## config.mk

```make
export PLATFORM = sky130hd
export DESIGN_NAME = mean_stddev_band_limits
export DESIGN_NICKNAME = d
export VERILOG_FILES = /design/src/design/msbl_pkg.sv /design/src/design/mean_stddev_band_limits.sv /design/src/design/msbl_ctrl.sv /design/src/design/msbl_datapath.sv
export SDC_FILE = /design/constraint.sdc
export NUM_CORES = 2
export LEC_CHECK = 0
export BUFFER_PORTS_ARGS = -buffer_cell sky130_fd_sc_hd__clkbuf_2
export CORE_MARGIN = 5
export CORE_UTILIZATION = 65
export DETAILED_ROUTE_END_ITERATION = 6
export HOLD_SLACK_MARGIN = 0.03
export PLACE_DENSITY = 0.94
export SKIP_LAST_GASP = 1
export SYNTH_ARGS = -nofsm -noshare
export SYNTH_HDL_FRONTEND = slang
export SYNTH_SLANG_ARGS = --single-unit
```

## constraint.sdc

```tcl
create_clock -name clk_i -period 12.3 [get_ports clk_i]
set_input_delay 3.69 -clock clk_i [delete_from_list [all_inputs] [get_ports clk_i]]
set_output_delay 3.69 -clock clk_i [all_outputs]
set_load 0.01 [all_outputs]
```

## src/design/msbl_pkg.sv

```systemverilog
// Shared types and constants for the mean/stddev band-limit block.
// No dependencies; imported by every module of the block.
package msbl_pkg;

  localparam int SAMPLE_W = 24;  // Q8.16 input sample
  localparam int LEVEL_W  = 32;  // Q16.16 band limit
  localparam int FACTOR_W = 8;
  localparam int APB_DW   = 32;
  localparam int APB_AW   = 3;

  localparam logic [FACTOR_W-1:0] FACTOR_RESET = 8'd1;
  localparam logic signed [SAMPLE_W-1:0] SAMPLE_TOP = 24'sh7FFFFF;

  // register index, taken from paddr[2]
  localparam logic REG_DEVIATION_FACTOR = 1'b0;

  typedef enum logic [3:0] {
    ST_IDLE,
    ST_LOAD_NS,
    ST_MUL_NS,
    ST_LOAD_SS,
    ST_MUL_SS,
    ST_LOAD_RT,
    ST_SQRT,
    ST_SPAN,
    ST_LOAD_LO,
    ST_DIV_LO,
    ST_LOAD_HI,
    ST_DIV_HI,
    ST_FINISH
  } msbl_state_e;

  typedef enum logic [3:0] {
    CMD_NONE,
    CMD_LOAD_NS,
    CMD_STEP_NS,
    CMD_LOAD_SS,
    CMD_STEP_SS,
    CMD_LOAD_RT,
    CMD_STEP_RT,
    CMD_SPAN,
    CMD_LOAD_LO,
    CMD_STEP_DIV,
    CMD_LOAD_HI,
    CMD_FINISH
  } msbl_op_e;

  typedef struct packed {
    logic     take;  // sample transaction this cycle
    msbl_op_e op;
  } msbl_cmd_t;

endpackage

```

## src/design/mean_stddev_band_limits.sv

```systemverilog
// After a last sample the block computes (multiply, square root, divide) before
// m_axis_tvalid; s_axis_tready is low meanwhile.
// Throughput: one sample per cycle within a run; the tail is set by the bit-serial
// multiplier, the one-bit-per-cycle square root and two restoring divisions.
// Reset: rst_ni async low clears run state (smallest = max sample) and sets factor to 1.
// Depends on msbl_pkg, msbl_ctrl, msbl_datapath.
module mean_stddev_band_limits #(
  parameter int MAX_SAMPLES = 1024
) (
  input  logic        clk_i,
  input  logic        rst_ni,
  // sample stream
  input  logic        s_axis_tvalid,
  output logic        s_axis_tready,
  input  logic [23:0] s_axis_tdata,   // [23:0] sample
  input  logic        s_axis_tlast,   // last sample of the run
  // result stream
  output logic        m_axis_tvalid,
  input  logic        m_axis_tready,
  output logic [63:0] m_axis_tdata,   // [31:0] min_value, [63:32] max_value
  // configuration
  input  logic                          psel,
  input  logic                          penable,
  input  logic                          pwrite,
  input  logic [msbl_pkg::APB_AW-1:0]   paddr,
  input  logic [msbl_pkg::APB_DW-1:0]   pwdata,
  output logic [msbl_pkg::APB_DW-1:0]   prdata,
  output logic                          pready
);
  import msbl_pkg::*;

  // Widths sized for the longest run: count, sum, square sum, n*S2 - S1^2,
  // its root, factor*root, and the signed numerators with headroom.
  localparam int CNT_W  = $clog2(MAX_SAMPLES + 1);
  localparam int SUM_W  = SAMPLE_W + CNT_W;
  localparam int SQ_W   = 2 * SAMPLE_W - 2 + CNT_W;
  localparam int D_W    = CNT_W + SQ_W;
  localparam int RT_W   = (D_W + 1) / 2;
  localparam int SPAN_W = RT_W + FACTOR_W;
  localparam int NUM_W  = ((SUM_W > SPAN_W) ? SUM_W : SPAN_W) + 2;
  localparam int STEP_W = $clog2(NUM_W);

  logic [FACTOR_W-1:0] factor_q, factor_d;
  logic                cfg_wr;
  msbl_cmd_t           cmd;
  logic signed [LEVEL_W-1:0] min_value, max_value;

  // APB: no wait states; writes land on the access phase.
  assign pready = 1'b1;
  assign cfg_wr = psel && penable && pwrite && pready;

  always_comb begin
    factor_d = factor_q;
    if (cfg_wr && paddr[2] == REG_DEVIATION_FACTOR) factor_d = pwdata[FACTOR_W-1:0];
  end

  always_ff @(posedge clk_i or negedge rst_ni) begin
    if (!rst_ni) begin
      factor_q <= FACTOR_RESET;
    end else begin
      factor_q <= factor_d;
    end
  end

  // unmapped addresses read as zero
  assign prdata = (paddr[2] == REG_DEVIATION_FACTOR) ? APB_DW'(factor_q) : '0;

  msbl_ctrl #(
    .CNT_W (CNT_W),
    .SUM_W (SUM_W),
    .RT_W  (RT_W),
    .NUM_W (NUM_W),
    .STEP_W(STEP_W)
  ) u_ctrl (
    .clk_i    (clk_i),
    .rst_ni   (rst_ni),
    .s_valid_i(s_axis_tvalid),
    .s_last_i (s_axis_tlast),
    .s_ready_o(s_axis_tready),
    .m_ready_i(m_axis_tready),
    .m_valid_o(m_axis_tvalid),
    .cmd_o    (cmd)
  );

  msbl_datapath #(
    .MAX_SAMPLES(MAX_SAMPLES),
    .CNT_W      (CNT_W),
    .SUM_W      (SUM_W),
    .SQ_W       (SQ_W),
    .D_W        (D_W),
    .RT_W       (RT_W),
    .SPAN_W     (SPAN_W),
    .NUM_W      (NUM_W)
  ) u_datapath (
    .clk_i      (clk_i),
    .rst_ni     (rst_ni),
    .cmd_i      (cmd),
    .sample_i   ($signed(s_axis_tdata)),
    .factor_i   (factor_q),
    .min_value_o(min_value),
    .max_value_o(max_value)
  );

  // output register lives in the datapath; valid is held by the controller
  assign m_axis_tdata = {max_value, min_value};

endmodule

```

## src/design/msbl_ctrl.sv

```systemverilog
// Sequencer for the band-limit block: accumulate, multiply, sqrt, divide.
// Depends on msbl_pkg; drives msbl_datapath through msbl_cmd_t.
module msbl_ctrl #(
  parameter int CNT_W  = 11,
  parameter int SUM_W  = 35,
  parameter int RT_W   = 34,
  parameter int NUM_W  = 44,
  parameter int STEP_W = 6
) (
  input  logic              clk_i,
  input  logic              rst_ni,
  input  logic              s_valid_i,
  input  logic              s_last_i,
  output logic              s_ready_o,
  input  logic              m_ready_i,
  output logic              m_valid_o,
  output msbl_pkg::msbl_cmd_t cmd_o
);
  import msbl_pkg::*;

  msbl_state_e        state_q, state_d;
  logic [STEP_W-1:0]  cnt_q, cnt_d;
  logic               out_valid_q, out_valid_d;

  always_ff @(posedge clk_i or negedge rst_ni) begin
    if (!rst_ni) begin
      state_q     <= ST_IDLE;
      cnt_q       <= '0;
      out_valid_q <= 1'b0;
    end else begin
      state_q     <= state_d;
      cnt_q       <= cnt_d;
      out_valid_q <= out_valid_d;
    end
  end

  always_comb begin
    state_d     = state_q;
    cnt_d       = cnt_q;
    out_valid_d = out_valid_q && !m_ready_i;
    s_ready_o   = 1'b0;
    cmd_o.take  = 1'b0;
    cmd_o.op    = CMD_NONE;
    case (state_q)
      ST_IDLE: begin
        s_ready_o  = 1'b1;
        cmd_o.take = s_valid_i;
        if (s_valid_i && s_last_i) state_d = ST_LOAD_NS;
      end
      ST_LOAD_NS: begin
        cmd_o.op = CMD_LOAD_NS;
        cnt_d    = STEP_W'(CNT_W - 1);
        state_d  = ST_MUL_NS;
      end
      ST_MUL_NS: begin
        cmd_o.op = CMD_STEP_NS;
        cnt_d    = cnt_q - 1'b1;
        if (cnt_q == '0) state_d = ST_LOAD_SS;
      end
      ST_LOAD_SS: begin
        cmd_o.op = CMD_LOAD_SS;
        cnt_d    = STEP_W'(SUM_W - 1);
        state_d  = ST_MUL_SS;
      end
      ST_MUL_SS: begin
        cmd_o.op = CMD_STEP_SS;
        cnt_d    = cnt_q - 1'b1;
        if (cnt_q == '0) state_d = ST_LOAD_RT;
      end
      ST_LOAD_RT: begin
        cmd_o.op = CMD_LOAD_RT;
        cnt_d    = STEP_W'(RT_W - 1);
        state_d  = ST_SQRT;
      end
      ST_SQRT: begin
        cmd_o.op = CMD_STEP_RT;
        cnt_d    = cnt_q - 1'b1;
        if (cnt_q == '0) state_d = ST_SPAN;
      end
      ST_SPAN: begin
        cmd_o.op = CMD_SPAN;
        state_d  = ST_LOAD_LO;
      end
      ST_LOAD_LO: begin
        cmd_o.op = CMD_LOAD_LO;
        cnt_d    = STEP_W'(NUM_W - 1);
        state_d  = ST_DIV_LO;
      end
      ST_DIV_LO: begin
        cmd_o.op = CMD_STEP_DIV;
        cnt_d    = cnt_q - 1'b1;
        if (cnt_q == '0) state_d = ST_LOAD_HI;
      end
      ST_LOAD_HI: begin
        cmd_o.op = CMD_LOAD_HI;
        cnt_d    = STEP_W'(NUM_W - 1);
        state_d  = ST_DIV_HI;
      end
      ST_DIV_HI: begin
        cmd_o.op = CMD_STEP_DIV;
        cnt_d    = cnt_q - 1'b1;
        if (cnt_q == '0) state_d = ST_FINISH;
      end
      ST_FINISH: begin
        if (!out_valid_q || m_ready_i) begin
          cmd_o.op    = CMD_FINISH;
          out_valid_d = 1'b1;
          state_d     = ST_IDLE;
        end
      end
      default: state_d = ST_IDLE;
    endcase
  end

  assign m_valid_o = out_valid_q;

  // a last sample always starts the computation
  a_last_starts: assert property (@(posedge clk_i) disable iff (!rst_ni)
    (s_valid_i && s_ready_o && s_last_i) |=> (state_q == ST_LOAD_NS))
    else $error("last sample did not start computation");

  // finishing always presents a result
  a_finish_valid: assert property (@(posedge clk_i) disable iff (!rst_ni)
    (state_q == ST_FINISH && (!out_valid_q || m_ready_i)) |=> out_valid_q)
    else $error("finished result not presented");

  // sqrt iteration count stays within the root width
  a_sqrt_cnt: assert property (@(posedge clk_i) disable iff (!rst_ni)
    (state_q == ST_SQRT) |-> (cnt_q < STEP_W'(RT_W)))
    else $error("sqrt step counter out of range");

endmodule

```

## src/design/msbl_datapath.sv

```systemverilog
// Datapath: run accumulators, shift-add multiplier, digit sqrt, divider.
// Depends on msbl_pkg; sequenced by msbl_ctrl through msbl_cmd_t.
module msbl_datapath #(
  parameter int MAX_SAMPLES = 1024,
  parameter int CNT_W  = 11,
  parameter int SUM_W  = 35,
  parameter int SQ_W   = 57,
  parameter int D_W    = 68,
  parameter int RT_W   = 34,
  parameter int SPAN_W = 42,
  parameter int NUM_W  = 44
) (
  input  logic                                    clk_i,
  input  logic                                    rst_ni,
  input  msbl_pkg::msbl_cmd_t                     cmd_i,
  input  logic signed [msbl_pkg::SAMPLE_W-1:0]    sample_i,
  input  logic [msbl_pkg::FACTOR_W-1:0]           factor_i,
  output logic signed [msbl_pkg::LEVEL_W-1:0]     min_value_o,
  output logic signed [msbl_pkg::LEVEL_W-1:0]     max_value_o
);
  import msbl_pkg::*;

  localparam int DP_W = 2 * RT_W;
  localparam logic signed [NUM_W-1:0] LVL_HI = NUM_W'(64'sd2147483647);
  localparam logic signed [NUM_W-1:0] LVL_LO = NUM_W'(-64'sd2147483648);

  function automatic logic signed [LEVEL_W-1:0] sat_level(input logic signed [NUM_W-1:0] v);
    logic signed [NUM_W-1:0] c;
    c = v;
    if (v > LVL_HI) c = LVL_HI;
    if (v < LVL_LO) c = LVL_LO;
    return $signed(c[LEVEL_W-1:0]);
  endfunction

  // run state
  logic [CNT_W-1:0]          count_q, count_d;
  logic signed [SUM_W-1:0]   sum_q, sum_d;
  logic [SQ_W-1:0]           sq_q, sq_d;
  logic signed [SAMPLE_W-1:0] small_q, small_d;

  // compute registers
  logic [D_W-1:0]            acc_q, acc_d;
  logic [D_W-1:0]            mcand_q, mcand_d;
  logic [SUM_W-1:0]          mplier_q, mplier_d;
  logic [DP_W-1:0]           rad_q, rad_d;
  logic [RT_W:0]             rem_q, rem_d;
  logic [RT_W-1:0]           root_q, root_d;
  logic [SPAN_W-1:0]         span_q, span_d;
  logic [NUM_W-1:0]          dvd_q, dvd_d;
  logic                      neg_q, neg_d;
  logic [CNT_W-1:0]          drem_q, drem_d;
  logic signed [LEVEL_W-1:0] lo_q, lo_d;
  logic signed [LEVEL_W-1:0] min_q, min_d, max_q, max_d;

  logic [SAMPLE_W-1:0]       mag;
  logic [2*SAMPLE_W-1:0]     mag_sq;
  logic [SUM_W-1:0]          sum_mag;
  logic [RT_W+2:0]           rem_sh, trial;
  logic [CNT_W:0]            div_sh, div_n;
  logic signed [NUM_W-1:0]   sum_ext, span_ext, num_lo, num_hi, quot, small_ext, lo_pick;

  always_comb begin
    mag     = sample_i[SAMPLE_W-1] ? (~sample_i + 1'b1) : sample_i;
    mag_sq  = mag * mag;
    sum_mag = sum_q[SUM_W-1] ? (~sum_q + 1'b1) : sum_q;
    rem_sh  = {rem_q, rad_q[DP_W-1 -: 2]};
    trial   = {1'b0, root_q, 2'b01};
    div_sh  = {drem_q, dvd_q[NUM_W-1]};
    div_n   = {1'b0, count_q};
    sum_ext   = NUM_W'(sum_q);
    span_ext  = $signed(NUM_W'(span_q));
    num_lo    = sum_ext - span_ext;
    num_hi    = sum_ext + span_ext;
    quot      = neg_q ? -$signed(dvd_q) : $signed(dvd_q);
    small_ext = NUM_W'(small_q);
    lo_pick   = (quot < small_ext) ? small_ext : quot;
  end

  always_comb begin
    count_d  = count_q;
    sum_d    = sum_q;
    sq_d     = sq_q;
    small_d  = small_q;
    acc_d    = acc_q;
    mcand_d  = mcand_q;
    mplier_d = mplier_q;
    rad_d    = rad_q;
    rem_d    = rem_q;
    root_d   = root_q;
    span_d   = span_q;
    dvd_d    = dvd_q;
    neg_d    = neg_q;
    drem_d   = drem_q;
    lo_d     = lo_q;
    min_d    = min_q;
    max_d    = max_q;

    // samples past the run limit are dropped
    if (cmd_i.take && (count_q < CNT_W'(MAX_SAMPLES))) begin
      count_d = count_q + 1'b1;
      sum_d   = sum_q + SUM_W'(sample_i);
      sq_d    = sq_q + SQ_W'(mag_sq);
      if (sample_i < small_q) small_d = sample_i;
    end

    case (cmd_i.op)
      CMD_LOAD_NS: begin
        acc_d    = '0;
        mcand_d  = D_W'(sq_q);
        mplier_d = SUM_W'(count_q);
      end
      CMD_STEP_NS: begin
        if (mplier_q[0]) acc_d = acc_q + mcand_q;
        mcand_d  = mcand_q << 1;
        mplier_d = mplier_q >> 1;
      end
      CMD_LOAD_SS: begin
        mcand_d  = D_W'(sum_mag);
        mplier_d = sum_mag;
      end
      CMD_STEP_SS: begin
        if (mplier_q[0]) acc_d = acc_q - mcand_q;
        mcand_d  = mcand_q << 1;
        mplier_d = mplier_q >> 1;
      end
      CMD_LOAD_RT: begin
        rad_d  = DP_W'(acc_q);
        rem_d  = '0;
        root_d = '0;
      end
      CMD_STEP_RT: begin
        rad_d = rad_q << 2;
        if (rem_sh >= trial) begin
          rem_d  = (RT_W+1)'(rem_sh - trial);
          root_d = RT_W'({root_q, 1'b1});
        end else begin
          rem_d  = (RT_W+1)'(rem_sh);
          root_d = RT_W'({root_q, 1'b0});
        end
      end
      CMD_SPAN: begin
        span_d = SPAN_W'(factor_i) * SPAN_W'(root_q);
      end
      CMD_LOAD_LO: begin
        dvd_d  = num_lo[NUM_W-1] ? NUM_W'(-num_lo) : NUM_W'(num_lo);
        neg_d  = num_lo[NUM_W-1];
        drem_d = '0;
      end
      CMD_STEP_DIV: begin
        if (div_sh >= div_n) begin
          drem_d = CNT_W'(div_sh - div_n);
          dvd_d  = {dvd_q[NUM_W-2:0], 1'b1};
        end else begin
          drem_d = CNT_W'(div_sh);
          dvd_d  = {dvd_q[NUM_W-2:0], 1'b0};
        end
      end
      CMD_LOAD_HI: begin
        lo_d   = sat_level(lo_pick);
        dvd_d  = num_hi[NUM_W-1] ? NUM_W'(-num_hi) : NUM_W'(num_hi);
        neg_d  = num_hi[NUM_W-1];
        drem_d = '0;
      end
      CMD_FINISH: begin
        min_d   = lo_q;
        max_d   = sat_level(quot);
        count_d = '0;
        sum_d   = '0;
        sq_d    = '0;
        small_d = SAMPLE_TOP;
      end
      default: ;
    endcase
  end

  always_ff @(posedge clk_i or negedge rst_ni) begin
    if (!rst_ni) begin
      count_q <= '0;
      sum_q   <= '0;
      sq_q    <= '0;
      small_q <= SAMPLE_TOP;
    end else begin
      count_q <= count_d;
      sum_q   <= sum_d;
      sq_q    <= sq_d;
      small_q <= small_d;
    end
  end

  always_ff @(posedge clk_i) begin
    acc_q    <= acc_d;
    mcand_q  <= mcand_d;
    mplier_q <= mplier_d;
    rad_q    <= rad_d;
    rem_q    <= rem_d;
    root_q   <= root_d;
    span_q   <= span_d;
    dvd_q    <= dvd_d;
    neg_q    <= neg_d;
    drem_q   <= drem_d;
    lo_q     <= lo_d;
    min_q    <= min_d;
    max_q    <= max_d;
  end

  assign min_value_o = min_q;
  assign max_value_o = max_q;

  a_count_limit: assert property (@(posedge clk_i) disable iff (!rst_ni)
    count_q <= CNT_W'(MAX_SAMPLES))
    else $error("sample count past run limit");

  a_finish_clears: assert property (@(posedge clk_i) disable iff (!rst_ni)
    (cmd_i.op == CMD_FINISH) |=> (count_q == '0 && sum_q == '0 && small_q == SAMPLE_TOP))
    else $error("run state not cleared after result");

  a_full_drops: assert property (@(posedge clk_i) disable iff (!rst_ni)
    (cmd_i.take && count_q == CNT_W'(MAX_SAMPLES)) |=> ($stable(sum_q) && $stable(sq_q)))
    else $error("sample accumulated past run limit");

endmodule

```

==> impl_metrics.ini <==
[critical_path]
cp-startpoint = s_axis_tdata[5]
cp_slowest_cell = fa_1
cpPeakStageDelay_ns = 0.63
crit_fanout = 10
critPathMostFrequentCell = fa_1
crit_path_end_kind = register
worstReg2RegStart = u_datapath.mcand_q[5]
cp_data_required_time_ns = 12.83
path_class = in -> reg
reg2reg_depth = 21
reg2reg_slack_ns = 4.87
crit_arrival_ns = 13.37
worstSetupStartpointType = input pin

[routing]
detail-route-antenna-nets = 0
post_drt_wl_per_cell_um = 23.4
drt_wl_total_um = 224000
firstDrtPassIters = 7
via_per_inst = 6.55
drtIter0Drc = 8834
vias = 62800
drcViolationCount = 0

[global_route]
antenna_found_initial = 7
grt_pass1_wl_um = 344000
grt_max_degree = 90
grt_pass1_vias = 64000
grt_util_all_layers = 0.369
globalRouteOverflowTotal = 0

[placement]
post-place-ws_ns = -1.26
post_dp_cell_area_um2 = 75500
dpl.hpwl_um = 164000
io_buffer_count = 114
place_congestion = 1.01

[cells_and_area]
fillers = 6699
design_area_um2 = 78600
drive_gt1_frac = 0.114
nets = 9396
multiInputGateArea_um2 = 47500
final_common_cell = inv_1
layout_common_cells = 1113 x inv_1, 934 x nand2_1, 656 x fa_1, 549 x nor2_1, 539 x ha_1
register_area_um2 = 18800
syn_to_final_growth_pct = 10.6

[sta]
tns_ns = -5.40
fmax_mhz = 77.9
worstMarginPinSlew_ns = 1.23
setup_ws_ns = -0.543
finalSetupViolCount = 20
fin_worst_skew_ns = 0.0609
rsz0062_at_grt = true
post-route-min-period_ns = 12.84
drv_slew = 0
fin_crit_sh = 1.04
slew_headroom = 0.177
hold_ws_ns = 0.406
hold_viol = 0

[clock_network]
hold_buffers = 0
cts_root_buffer = clkbuf_16
clockBufferDepth = 3
clock-sinks = 648
clk_latency_ns = 0.70
cts_max_level = 3
cts_buffers = 74
clk_pin_slew_ns = 0.06
tritoncts = done

[yosys]
yosysSeqAreaShare = 0.264
synth_edf_count = 502
async_flop_share = 0.225
netlist_area_um2 = 71100
yosysUniqueCellTypes = 109
ys_warn_count = 0
synth-seq-cells = 648
synth_ff_type = edfxtp_1
syn-instance-count = 7804
avgSynthCellArea_um2 = 9.11

[die]
dieHeight_um = 341
design.die.area_um2 = 116000
initial_core_util = 0.654
die_w_um = 341
row_count = 121
io_pins = 166
core_um2 = 109000

[run_status]
status = finished with violations
violations = setup timing

[worst_hold_path]
hold_start = u_datapath.lo_q[25]
hp-class = reg -> reg
whs_path_depth = 0

[run]
max_cap_violations = 0
-- path summary, 6_finish.rpt --
check	endpoint
max	u_datapath.sq_q[54]
max in group asynchronous	u_datapath.sq_q[46]
min reg2reg	u_datapath.min_value_o[25]
min	u_datapath.min_value_o[25]
min in group asynchronous	u_ctrl.state_q[1]
max reg2reg	u_datapath.acc_q[67]
-- kinds of logic after synthesis --
| kind of cell | synth area share |
|---|---|
| DFF | 0.264 |
| and+or+nand+nor | 0.149 |
| AOI/OAI and AO/OA | 0.140 |
| muxes | 0.0168 |
| other | 0.000106 |
| buffers and inverters | 0.0799 |
| adders and majority gates | 0.285 |
| xor gates and xnor gates | 0.0649 |
-- flip-flops by register name, indices dropped and copies added, names as in the netlist, 4 cells and up --
signal,flops
u_datapath.sq_q,57
u_datapath.sum_q,35
u_datapath.dvd_q,44
u_ctrl.state_q,4
u_datapath.drem_q,11
u_datapath.mcand_q,68
u_datapath.acc_q,68
u_datapath.rem_q,35
u_datapath.min_value_o,32
u_ctrl.cnt_q,6
u_datapath.count_q,11
u_datapath.lo_q,32
u_datapath.mplier_q,35
u_datapath.small_q,24
u_datapath.root_q,34
u_datapath.max_value_o,32
u_datapath.rad_q,68
u_datapath.span_q,42
factor_q,8
-- worst max-delay path: cells and delay by family --
family,cells,cell delay [ns]
and+or+nand+nor,10,2.46
buffers and inverters,12,1.58
xor gates and xnor gates,2,0.38
AOI/OAI and AO/OA,8,1.39
adders and majority gates,8,3.88
-- routing by layer --
layer | track usage | routed length, µm | part of all wire | up-vias
met1 | 0.454 | 76700 | 0.34 | 29900
met5 | 0 | 19 | 0.000085 | -
met2 | 0.590 | 101000 | 0.45 | 4829
met4 | 0.225 | 18400 | 0.082 | 4
met3 | 0.0941 | 28600 | 0.13 | 1430
li1 | - | - | - | 26700
-- Yosys cell counts, drive strengths merged (39+ instances only) --
cell    number  area share
inv       1133       0.060
buf         72      0.0060
and2       142       0.012
edfxtp     502        0.21
nand2b      50      0.0044
nor2b       65      0.0057
mux2        44      0.0070
clkbuf     259       0.014
xor2       210       0.026
ha         548       0.096
nor3       110      0.0079
fa         671        0.19
o21bai      55      0.0058
o21ai      351       0.025
xnor2      317       0.039
dfrtp      122       0.043
nor2       574       0.030
nand2      946       0.050
o31ai       80      0.0089
and3        65      0.0057
a22oi       39      0.0041
nand4       52      0.0046
nand3      121      0.0086
mux2i       70      0.0099
or3         55      0.0051
a21o       196       0.021
a21oi      403       0.030
nor4        44      0.0043
a31oi       42      0.0038
-- stage by stage --
| step | instances | utilization |
|---|---|---|
| after floorplan | 7847 | - |
| after global placement | 9424 | 0.694 |
| after detailed placement | 9424 | 0.694 |
| after CTS | 9571 | 0.720 |
| after global routing | 9586 | 0.723 |
| final | 9589 | 0.723 |
-- cell type report --
type	count	share of cell area
Multi-Input combinational cell	5728	0.604
Sequential cell	648	0.239
Inverter	1141	0.0546
Timing Repair Buffer	517	0.0478
Clock buffer	97	0.0254
Tap cell	1414	0.0225
Clock inverter	38	0.00659
Antenna cell	6	0.000191
-- what timing repair did --
| item | 4_1_cts | 5_1_grt |
|---|---|---|
| gates cloned | 1 | 0 |
| endpoints found under the setup margin | 19 | 22 |
| gates resized for setup | 33 | 85 |
| setup buffers | 11 | 14 |
| pin swaps | 31 | 28 |
Power is left out: the tool's default activity adds up to more than one toggle a clock period on the data nets, which glitch-free logic cannot reach.
